File: src/etl_pkg.sv
package etl_pkg;

  localparam int unsigned TokenLengthLimit = 255;
  localparam int unsigned CountW           = $clog2(TokenLengthLimit + 1);

  localparam int unsigned CharW    = 8;
  localparam int unsigned LenW     = 8;
  localparam int unsigned ClassW   = 3;
  localparam int unsigned KindW    = 2;
  localparam int unsigned CfgIdxW  = 8;
  localparam int unsigned NumSep   = 4;
  localparam int unsigned QueueDepth = 4;
  localparam int unsigned QueueAw    = $clog2(QueueDepth);

  // token classes
  localparam logic [ClassW-1:0] ClassInt   = 3'd0;
  localparam logic [ClassW-1:0] ClassOctal = 3'd1;
  localparam logic [ClassW-1:0] ClassFloat = 3'd2;
  localparam logic [ClassW-1:0] ClassName  = 3'd3;
  localparam logic [ClassW-1:0] ClassOper  = 3'd4;

  // result kinds
  localparam logic [KindW-1:0] KindChar = 2'd0;
  localparam logic [KindW-1:0] KindEnd  = 2'd1;
  localparam logic [KindW-1:0] KindDone = 2'd2;

  localparam logic [CharW-1:0] ChQuote = 8'd34;
  localparam logic [CharW-1:0] ChPct   = 8'd37;
  localparam logic [CharW-1:0] ChLpar  = 8'd40;
  localparam logic [CharW-1:0] ChRpar  = 8'd41;
  localparam logic [CharW-1:0] ChStar  = 8'd42;
  localparam logic [CharW-1:0] ChPlus  = 8'd43;
  localparam logic [CharW-1:0] ChMinus = 8'd45;
  localparam logic [CharW-1:0] ChDot   = 8'd46;
  localparam logic [CharW-1:0] ChSlash = 8'd47;
  localparam logic [CharW-1:0] ChZero  = 8'd48;
  localparam logic [CharW-1:0] ChSeven = 8'd55;
  localparam logic [CharW-1:0] ChNine  = 8'd57;
  localparam logic [CharW-1:0] ChEq    = 8'd61;

  typedef logic [NumSep-1:0][CharW-1:0] sep_vec_t;
  // entry 0 is separator_one
  localparam sep_vec_t SepReset = {8'd0, 8'd0, 8'd9, 8'd32};

  // results caused by one input word, sent in field order top to bottom
  typedef struct packed {
    logic              end_v;
    logic [ClassW-1:0] end_class;
    logic [LenW-1:0]   end_len;
    logic              echo_v;
    logic [CharW-1:0]  ch;
    logic              op_v;
    logic              done_v;
    logic              unterm;
  } entry_t;

  typedef struct packed {
    logic full;
    logic empty;
  } q_status_t;

  function automatic logic is_operator(logic [CharW-1:0] c);
    return (c == ChEq) || (c == ChPlus) || (c == ChMinus) || (c == ChStar) ||
           (c == ChSlash) || (c == ChPct) || (c == ChLpar) || (c == ChRpar);
  endfunction

endpackage

File: src/expression_token_lexer.sv
// Character stream lexer for one line of an expression language.
// Slave stream: one character per word in tdata[7:0]; tlast set marks end
// of line (the character is then ignored). Master stream: one result per
// word, tuser gives its kind (token character, token end, line done) and
// tlast flags the last result caused by one input word.
// Configuration: cfg_valid_i with cfg_index_i 0..3 writes the four
// separator characters (zero disables one); always ready, write only
// while the lexer is idle.
// Results enter the queue when their input word is taken and leave from
// its head. Throughput: one input word per cycle while the output
// keeps up; a word makes up to three results and the master side sends
// one per cycle, so operator bursts are absorbed by a four-entry queue
// between the classifying front end and the result sequencer.
// When the receiver stalls, the queue fills and s_axis_tready drops once
// all four entries hold pending results; the held result stays stable.
// Reset empties the queue, clears the token state and sets the
// separators to space and tab.
module expression_token_lexer (
  input  logic                          clk_i,
  input  logic                          rst_ni,
  input  logic                          s_axis_tvalid,
  output logic                          s_axis_tready,
  input  logic [7:0]                    s_axis_tdata,  // [7:0] character
  input  logic                          s_axis_tlast,  // end_of_line
  output logic                          m_axis_tvalid,
  input  logic                          m_axis_tready,
  output logic [23:0]                   m_axis_tdata,  // [7:0] token_char,
                                        // [10:8] token_class, [18:11] token_length,
                                        // [19] unterminated_quote, [23:20] zero
  output logic [etl_pkg::KindW-1:0]     m_axis_tuser,  // [1:0] result_kind
  output logic                          m_axis_tlast,  // last_of_run
  input  logic                          cfg_valid_i,
  output logic                          cfg_ready_o,
  input  logic [etl_pkg::CfgIdxW-1:0]   cfg_index_i,
  input  logic [etl_pkg::CharW-1:0]     cfg_data_i
);
  import etl_pkg::*;

  entry_t            push_entry, head_entry;
  q_status_t         q_status;
  logic              push, pop;
  logic [CharW-1:0]  tok_char;
  logic [ClassW-1:0] tok_class;
  logic [LenW-1:0]   tok_len;
  logic              unterm;

  assign cfg_ready_o = 1'b1;

  etl_front u_front (
    .clk_i       (clk_i),
    .rst_ni      (rst_ni),
    .in_valid_i  (s_axis_tvalid),
    .in_char_i   (s_axis_tdata),
    .in_eol_i    (s_axis_tlast),
    .in_ready_o  (s_axis_tready),
    .cfg_valid_i (cfg_valid_i),
    .cfg_index_i (cfg_index_i),
    .cfg_data_i  (cfg_data_i),
    .q_status_i  (q_status),
    .push_o      (push),
    .entry_o     (push_entry)
  );

  etl_fifo u_fifo (
    .clk_i    (clk_i),
    .rst_ni   (rst_ni),
    .push_i   (push),
    .entry_i  (push_entry),
    .pop_i    (pop),
    .entry_o  (head_entry),
    .status_o (q_status)
  );

  etl_back u_back (
    .clk_i      (clk_i),
    .rst_ni     (rst_ni),
    .entry_i    (head_entry),
    .q_status_i (q_status),
    .pop_o      (pop),
    .valid_o    (m_axis_tvalid),
    .ready_i    (m_axis_tready),
    .kind_o     (m_axis_tuser),
    .char_o     (tok_char),
    .class_o    (tok_class),
    .len_o      (tok_len),
    .unterm_o   (unterm),
    .last_o     (m_axis_tlast)
  );

  assign m_axis_tdata = {4'd0, unterm, tok_len, tok_class, tok_char};

  // line done is always the final result of its input word
  a_done_last: assert property (@(posedge clk_i) disable iff (!rst_ni)
    (m_axis_tvalid && (m_axis_tuser == KindDone)) |-> m_axis_tlast)
    else $error("line done not marked last");

  a_unterm_done: assert property (@(posedge clk_i) disable iff (!rst_ni)
    (m_axis_tvalid && unterm) |-> (m_axis_tuser == KindDone))
    else $error("unterminated flag outside line done");

  a_no_push_full: assert property (@(posedge clk_i) disable iff (!rst_ni)
    push |-> !q_status.full)
    else $error("result queue overflow");

  a_kind_fields: assert property (@(posedge clk_i) disable iff (!rst_ni)
    (m_axis_tvalid && (m_axis_tuser == KindChar)) |-> (tok_len == '0 && tok_class == ClassInt))
    else $error("token character carries end fields");

endmodule

File: src/etl_front.sv
module etl_front (
  input  logic                    clk_i,
  input  logic                    rst_ni,
  input  logic                    in_valid_i,
  input  logic [etl_pkg::CharW-1:0] in_char_i,
  input  logic                    in_eol_i,
  output logic                    in_ready_o,
  input  logic                    cfg_valid_i,
  input  logic [etl_pkg::CfgIdxW-1:0] cfg_index_i,
  input  logic [etl_pkg::CharW-1:0] cfg_data_i,
  input  etl_pkg::q_status_t      q_status_i,
  output logic                    push_o,
  output etl_pkg::entry_t         entry_o
);
  import etl_pkg::*;

  sep_vec_t sep_q, sep_d;
  logic              in_quote_q, in_quote_d;
  logic [CountW-1:0] count_q, count_d;
  logic              zero_q, zero_d;
  logic              digits_q, digits_d;
  logic              below8_q, below8_d;
  logic              tail_q, tail_d;

  logic              accept;
  logic              is_sep;
  logic              is_op;
  logic              is_digit;
  logic [ClassW-1:0] word_class;
  logic [LenW-1:0]   rep_len;
  logic [CountW-1:0] count_inc;
  entry_t            ent;

  assign in_ready_o = !q_status_i.full;
  assign accept     = in_valid_i && in_ready_o;
  assign is_digit   = (in_char_i >= ChZero) && (in_char_i <= ChNine);
  assign is_op      = is_operator(in_char_i);

  always_comb begin
    is_sep = 1'b0;
    for (int i = 0; i < NumSep; i++) begin
      if ((sep_q[i] != '0) && (in_char_i == sep_q[i])) is_sep = 1'b1;
    end
  end

  always_comb begin
    if (digits_q) word_class = (zero_q && below8_q) ? ClassOctal : ClassInt;
    else          word_class = tail_q ? ClassFloat : ClassName;
  end

  assign rep_len   = (count_q > CountW'(255)) ? '1 : LenW'(count_q);
  assign count_inc = (count_q < CountW'(TokenLengthLimit)) ? count_q + 1'b1 : count_q;

  always_comb begin
    sep_d = sep_q;
    if (cfg_valid_i) begin
      for (int i = 0; i < NumSep; i++) begin
        if (cfg_index_i == CfgIdxW'(i)) sep_d[i] = cfg_data_i;
      end
    end
  end

  always_comb begin
    ent        = '0;
    in_quote_d = in_quote_q;
    count_d    = count_q;
    zero_d     = zero_q;
    digits_d   = digits_q;
    below8_d   = below8_q;
    tail_d     = tail_q;
    if (in_eol_i) begin
      ent.end_v     = in_quote_q || (count_q != '0);
      ent.end_class = in_quote_q ? ClassName : word_class;
      ent.end_len   = rep_len;
      ent.done_v    = 1'b1;
      ent.unterm    = in_quote_q;
      in_quote_d    = 1'b0;
    end else if (in_quote_q) begin
      if (in_char_i == ChQuote) begin
        ent.end_v     = 1'b1;
        ent.end_class = ClassName;
        ent.end_len   = rep_len;
        in_quote_d    = 1'b0;
      end else begin
        ent.echo_v = 1'b1;
        ent.ch     = in_char_i;
        count_d    = count_inc;
      end
    end else if (in_char_i == ChQuote) begin
      in_quote_d = 1'b1;
    end else if (is_op || is_sep) begin
      // an operator wins even when it is also a separator
      ent.end_v     = (count_q != '0);
      ent.end_class = word_class;
      ent.end_len   = rep_len;
      ent.echo_v    = is_op;
      ent.ch        = is_op ? in_char_i : '0;
      ent.op_v      = is_op;
    end else begin
      ent.echo_v = 1'b1;
      ent.ch     = in_char_i;
      if (count_q == '0) zero_d = (in_char_i == ChZero);
      if (digits_q) begin
        if (is_digit) begin
          if (in_char_i > ChSeven) below8_d = 1'b0;
        end else begin
          digits_d = 1'b0;
          tail_d   = (in_char_i == ChDot);
        end
      end else if (!is_digit && (in_char_i != ChDot)) begin
        tail_d = 1'b0;
      end
      count_d = count_inc;
    end
    // token ended: back to the empty-word state
    if (ent.end_v || in_eol_i || (!in_quote_q && (is_op || is_sep)
        && (in_char_i != ChQuote))) begin
      count_d  = '0;
      zero_d   = 1'b0;
      digits_d = 1'b1;
      below8_d = 1'b1;
      tail_d   = 1'b1;
    end
  end

  assign entry_o = ent;
  assign push_o  = accept && (ent.end_v || ent.echo_v || ent.op_v || ent.done_v);

  always_ff @(posedge clk_i or negedge rst_ni) begin
    if (!rst_ni) begin
      sep_q      <= SepReset;
      in_quote_q <= 1'b0;
      count_q    <= '0;
      zero_q     <= 1'b0;
      digits_q   <= 1'b1;
      below8_q   <= 1'b1;
      tail_q     <= 1'b1;
    end else begin
      sep_q <= sep_d;
      if (accept) begin
        in_quote_q <= in_quote_d;
        count_q    <= count_d;
        zero_q     <= zero_d;
        digits_q   <= digits_d;
        below8_q   <= below8_d;
        tail_q     <= tail_d;
      end
    end
  end

endmodule

File: src/etl_fifo.sv
module etl_fifo (
  input  logic               clk_i,
  input  logic               rst_ni,
  input  logic               push_i,
  input  etl_pkg::entry_t    entry_i,
  input  logic               pop_i,
  output etl_pkg::entry_t    entry_o,
  output etl_pkg::q_status_t status_o
);
  import etl_pkg::*;

  entry_t             mem_q [QueueDepth];
  logic [QueueAw:0]   wr_q, wr_d;
  logic [QueueAw:0]   rd_q, rd_d;

  assign status_o.empty = (wr_q == rd_q);
  assign status_o.full  = (wr_q[QueueAw] != rd_q[QueueAw]) &&
                          (wr_q[QueueAw-1:0] == rd_q[QueueAw-1:0]);
  assign entry_o = mem_q[rd_q[QueueAw-1:0]];

  assign wr_d = (push_i && !status_o.full) ? wr_q + 1'b1 : wr_q;
  assign rd_d = (pop_i && !status_o.empty) ? rd_q + 1'b1 : rd_q;

  always_ff @(posedge clk_i or negedge rst_ni) begin
    if (!rst_ni) begin
      wr_q <= '0;
      rd_q <= '0;
    end else begin
      wr_q <= wr_d;
      rd_q <= rd_d;
    end
  end

  always_ff @(posedge clk_i) begin
    if (push_i && !status_o.full) mem_q[wr_q[QueueAw-1:0]] <= entry_i;
  end

endmodule

File: src/etl_back.sv
module etl_back (
  input  logic                       clk_i,
  input  logic                       rst_ni,
  input  etl_pkg::entry_t            entry_i,
  input  etl_pkg::q_status_t         q_status_i,
  output logic                       pop_o,
  output logic                       valid_o,
  input  logic                       ready_i,
  output logic [etl_pkg::KindW-1:0]  kind_o,
  output logic [etl_pkg::CharW-1:0]  char_o,
  output logic [etl_pkg::ClassW-1:0] class_o,
  output logic [etl_pkg::LenW-1:0]   len_o,
  output logic                       unterm_o,
  output logic                       last_o
);
  import etl_pkg::*;

  // bit 0 word end, 1 echo, 2 operator end, 3 line done
  logic [3:0] sent_q, sent_d;
  logic [3:0] mask, rem, cur;
  logic       fire;

  assign mask    = {entry_i.done_v, entry_i.op_v, entry_i.echo_v, entry_i.end_v};
  assign rem     = mask & ~sent_q;
  assign cur     = rem & (~rem + 4'd1);
  assign last_o  = ((rem & (rem - 4'd1)) == 4'd0);
  assign valid_o = !q_status_i.empty;
  assign fire    = valid_o && ready_i;
  assign pop_o   = fire && last_o;

  always_comb begin
    kind_o   = KindChar;
    char_o   = '0;
    class_o  = ClassInt;
    len_o    = '0;
    unterm_o = 1'b0;
    priority if (cur[0]) begin
      kind_o  = KindEnd;
      class_o = entry_i.end_class;
      len_o   = entry_i.end_len;
    end else if (cur[1]) begin
      char_o = entry_i.ch;
    end else if (cur[2]) begin
      kind_o  = KindEnd;
      class_o = ClassOper;
      len_o   = LenW'(1);
    end else if (cur[3]) begin
      kind_o   = KindDone;
      unterm_o = entry_i.unterm;
    end
  end

  always_comb begin
    sent_d = sent_q;
    if (pop_o)     sent_d = '0;
    else if (fire) sent_d = sent_q | cur;
  end

  always_ff @(posedge clk_i or negedge rst_ni) begin
    if (!rst_ni) sent_q <= '0;
    else         sent_q <= sent_d;
  end

endmodule
File: config.mk
export PLATFORM = sky130hd
export DESIGN_NAME = expression_token_lexer
export DESIGN_NICKNAME = d
export VERILOG_FILES = /design/src/etl_pkg.sv /design/src/expression_token_lexer.sv /design/src/etl_front.sv /design/src/etl_fifo.sv /design/src/etl_back.sv
export SDC_FILE = /design/constraint.sdc
export NUM_CORES = 1
export LEC_CHECK = 0
export BUFFER_PORTS_ARGS = -buffer_cell sky130_fd_sc_hd__buf_2
export CAP_MARGIN = 25
export CORE_UTILIZATION = 40
export CTS_BUF_LIST = sky130_fd_sc_hd__clkbuf_8
export DETAILED_ROUTE_END_ITERATION = 16
export SLEW_MARGIN = 5
export SYNTH_ARGS = -nofsm -noshare
export SYNTH_HDL_FRONTEND = slang
export SYNTH_SLANG_ARGS = --single-unit
File: constraint.sdc
create_clock -name clk_i -period 5.05 [get_ports clk_i]
set_input_delay 1.01 -clock clk_i [delete_from_list [all_inputs] [get_ports clk_i]]
set_output_delay 1.01 -clock clk_i [all_outputs]
set_load 0.01 [all_outputs]
==> metrics.yaml <==
cells_and_area:
  drive_above_1_share_pct: 30.2
  antennaDiodeCount: 0
  area_growth_pct: 11.8
  nets: 580
timing:
  clock_skew_ps: 10.6
  grt_setup_unrepaired: "no"
  slew_viol_final: 0
  setup_viol: 0
  fmax_ghz: 0.274
  fin_ws_ps: 1400
  finalHoldViolCount: 0
  worst_pin_slew_ps: 781
  fin_crit_sh_pct: 72.3
  fin_crit_ps: 3650
  max_slew_margin_pct: 47.2
  tns_ps: 0
setup_path:
  crit_path_end_kind: "output port"
  cp-startpoint: "u_fifo.rd_q[0]"
  timing.rr.start: "u_fifo.rd_q[1]"
  critPathLaunchType: "flip-flop"
  cp.arrival_ps: 2640
  path_cells: "buf_4 -> mux4_2 -> nand2b_1 -> nand2_1 -> nor3b_1 -> and2_1 -> buf_2"
  crit_fanout: 14
  critPathRequiredTime_ps: 4040
  cp_slowest_cell: "mux4_2"
  critPathKind: "flip-flop to output port"
  reg2reg_slack_ps: 2240
  max_stage_delay_ps: 580
grt:
  grt_pass1_wl_um: 22000
  grt.total_usage_pct: 16.3
  grt.overflow.total: 0
  antenna_found_initial: 0
  grt_max_degree: 56
  grt_pass1_vias: 4148
yosys:
  synth-seq-area-share_pct: 59.8
  synth-xor-area-share_pct: 5.43
  synth-edff-count: 92
  synthCells: 488
  synth_top_family_by_area: "multiplexers"
  syn_area_sq_mm: 0.00694
  synth_cell_type_count: 56
  synthMuxAreaShare_pct: 13.0
  ys_ff_latch: 147
  synth-simple-area-share_pct: 12.6
  syn-mean-instance-area_sq_um: 14.2
  synthArstFlopShare_pct: 37.4
  synth-main-ff-cell: "edfxtp_1"
  synth_compound_area_share_pct: 4.74
  yosysWarnings: 0
  synth_fa_ha_area_share_pct: 1.26
routing:
  drc: 0
  totalWireLength_um: 13700
  routedWlPerCell_um: 17.6
  avgViaCountPerCell: 5.20
  antenna_left: 0
  dr_total_vias: 4033
  drt_iter0_drc: 200
  dr.pass1.iters: 4
worst_hold_path:
  hold_start: "u_front.below8_q"
  hold_path.class: "flip-flop to flip-flop"
floorplanning:
  die-height_um: 134
  placeableCoreArea_sq_mm: 0.0168
  fp-row-count: 47
  io_pins: 60
  die_w_um: 134
  dieArea_sq_mm: 0.0179
  start_util_pct: 41.4
status:
  status: "finished clean"
power:
  leakagePower_nw: 3.04
  peakVddDrop_uv: 313
  powerDensity_mw_per_mm2: 498
clock_tree:
  cts_sinks: 147
  post_cts_buffers: 0
  ctsHoldBuffers: 0
  clock_tree.root_cell: "clkbuf_8"
  cts_buffer_depth: 2
  clk_pin_slew_ps: 80
  cts_max_level: 4
  clkLatencyLatePin_ps: 440
  cts_made_buffers: 17
  cts_resized: 0
  cts_tree: "built"
placed_design:
  dp_hpwl_um: 9670
  numPortBuffers: 54
  place.gp.congestion: 0.877
  place_ws_ps: 1520
run:
  cap_violations: 0
-- cell usage in the layout, fill, tap and decap left out, types with 7 or more instances in the layout --
| master | count |
|---|---|
| ha_1 | 7 |
| a21oi_1 | 8 |
| xor2_1 | 26 |
| o21ai_0 | 12 |
| dfrtp_1 | 49 |
| nor2b_1 | 24 |
| clkbuf_8 | 18 |
| and2_1 | 16 |
| buf_4 | 7 |
| nand4_1 | 7 |
| edfxtp_1 | 92 |
| nor4_1 | 14 |
| nand2_1 | 23 |
| buf_2 | 54 |
| inv_1 | 12 |
| nor2_1 | 23 |
| mux4_2 | 23 |
| mux2_2 | 32 |
| nand3_1 | 10 |
| xnor2_1 | 17 |
-- worst max-delay path, delay by kind of cell, from the launching register on --
family	cells	cell delay, ps
DFF	1	400
and+or+nand+nor	4	770
buffers and inverters	2	440
muxes	1	580
-- flip-flops by register name, summed over array words and instances, names as in the netlist --
| signal | count |
|---|---|
| u_back.sent_q | 4 |
| u_fifo.mem_q | 92 |
| u_fifo.rd_q | 3 |
| u_fifo.wr_q | 3 |
| u_front.below8_q | 1 |
| u_front.count_q | 8 |
| u_front.digits_q | 1 |
| u_front.in_quote_q | 1 |
| u_front.sep_q | 32 |
| u_front.tail_q | 1 |
| u_front.zero_q | 1 |
-- cells in the mapped netlist (all sizes together), types with 16 or more instances --
library cell	n	area [sq um]
nand2	23	86.3
nor4	16	113
dfrtp	49	1230
xnor2	17	149
buf	24	164
xor2	26	228
and2	18	116
mux4	23	518
edfxtp	92	2760
mux2	34	387
nor2b	24	150
nor2	24	92.6
-- stage by stage --
| step | std cells | instance area, sq um | hold slack (ps) | total power, mW | utilization (%) |
|---|---|---|---|---|---|
| after floorplan | 491 | 6950 | 454 | 2.64 | - |
| after global placement | 744 | 7370 | 469 | 3.00 | 43.9 |
| after detailed placement | 744 | 7370 | 478 | 3.03 | 43.9 |
| after CTS | 776 | 7750 | 498 | 3.93 | 46.3 |
| after global routing | 776 | 7750 | 515 | 4.11 | 46.3 |
| final | 776 | 7750 | 492 | 3.86 | 46.3 |
-- kinds of logic (layout without fill, tap and decap cells) --
family                   Yosys count  count (layout)
flip-flops                       147             147
AND/OR/NAND/NOR                  149             149
buffers and inverters             37             102
adder cells (fa/ha/maj)            7               7
multiplexers                      57              57
AO/OA/AOI/OAI                     46              46
XOR/XNOR                          43              43
other                              2               5
-- cell type report --
cell class / count / area [sq um]
Fill cell: 1525 / 9010
Sequential cell: 147 / 4150
Multi-Input combinational cell: 307 / 2590
Timing Repair Buffer: 61 / 323
Tap cell: 220 / 275
Clock buffer: 18 / 248
Clock inverter: 14 / 140
Inverter: 9 / 33.8
-- power by group --
part,internal (mW),total (mW),switching [mW],leakage [nW]
clock network,0.449,0.886,0.436,0.203
logic,0.561,1.28,0.720,1.26
registers,1.58,1.70,0.118,1.58
-- final timing paths --
kind	to	cells past startpoint
max in group asynchronous	u_front.sep_q[30]	2
min	u_front.below8_q	2
min in group asynchronous	u_back.sent_q[0]	2
min reg2reg	u_front.below8_q	2
max reg2reg	u_fifo.mem_q[2][15]	7
max	m_axis_tdata[19]	7
-- metal layers --
| metal | vias to the layer above | part of all wire (%) | track usage, % |
|---|---|---|---|
| met3 | 19 | 3.8 | 3.92 |
| met5 | - | 0 | 0 |
| li1 | 1911 | - | - |
| met2 | 81 | 48 | 26.1 |
| met1 | 2022 | 46 | 21.6 |
| met4 | 0 | 1.7 | 6.06 |
No activity file was read; power rests on OpenSTA's default activity.
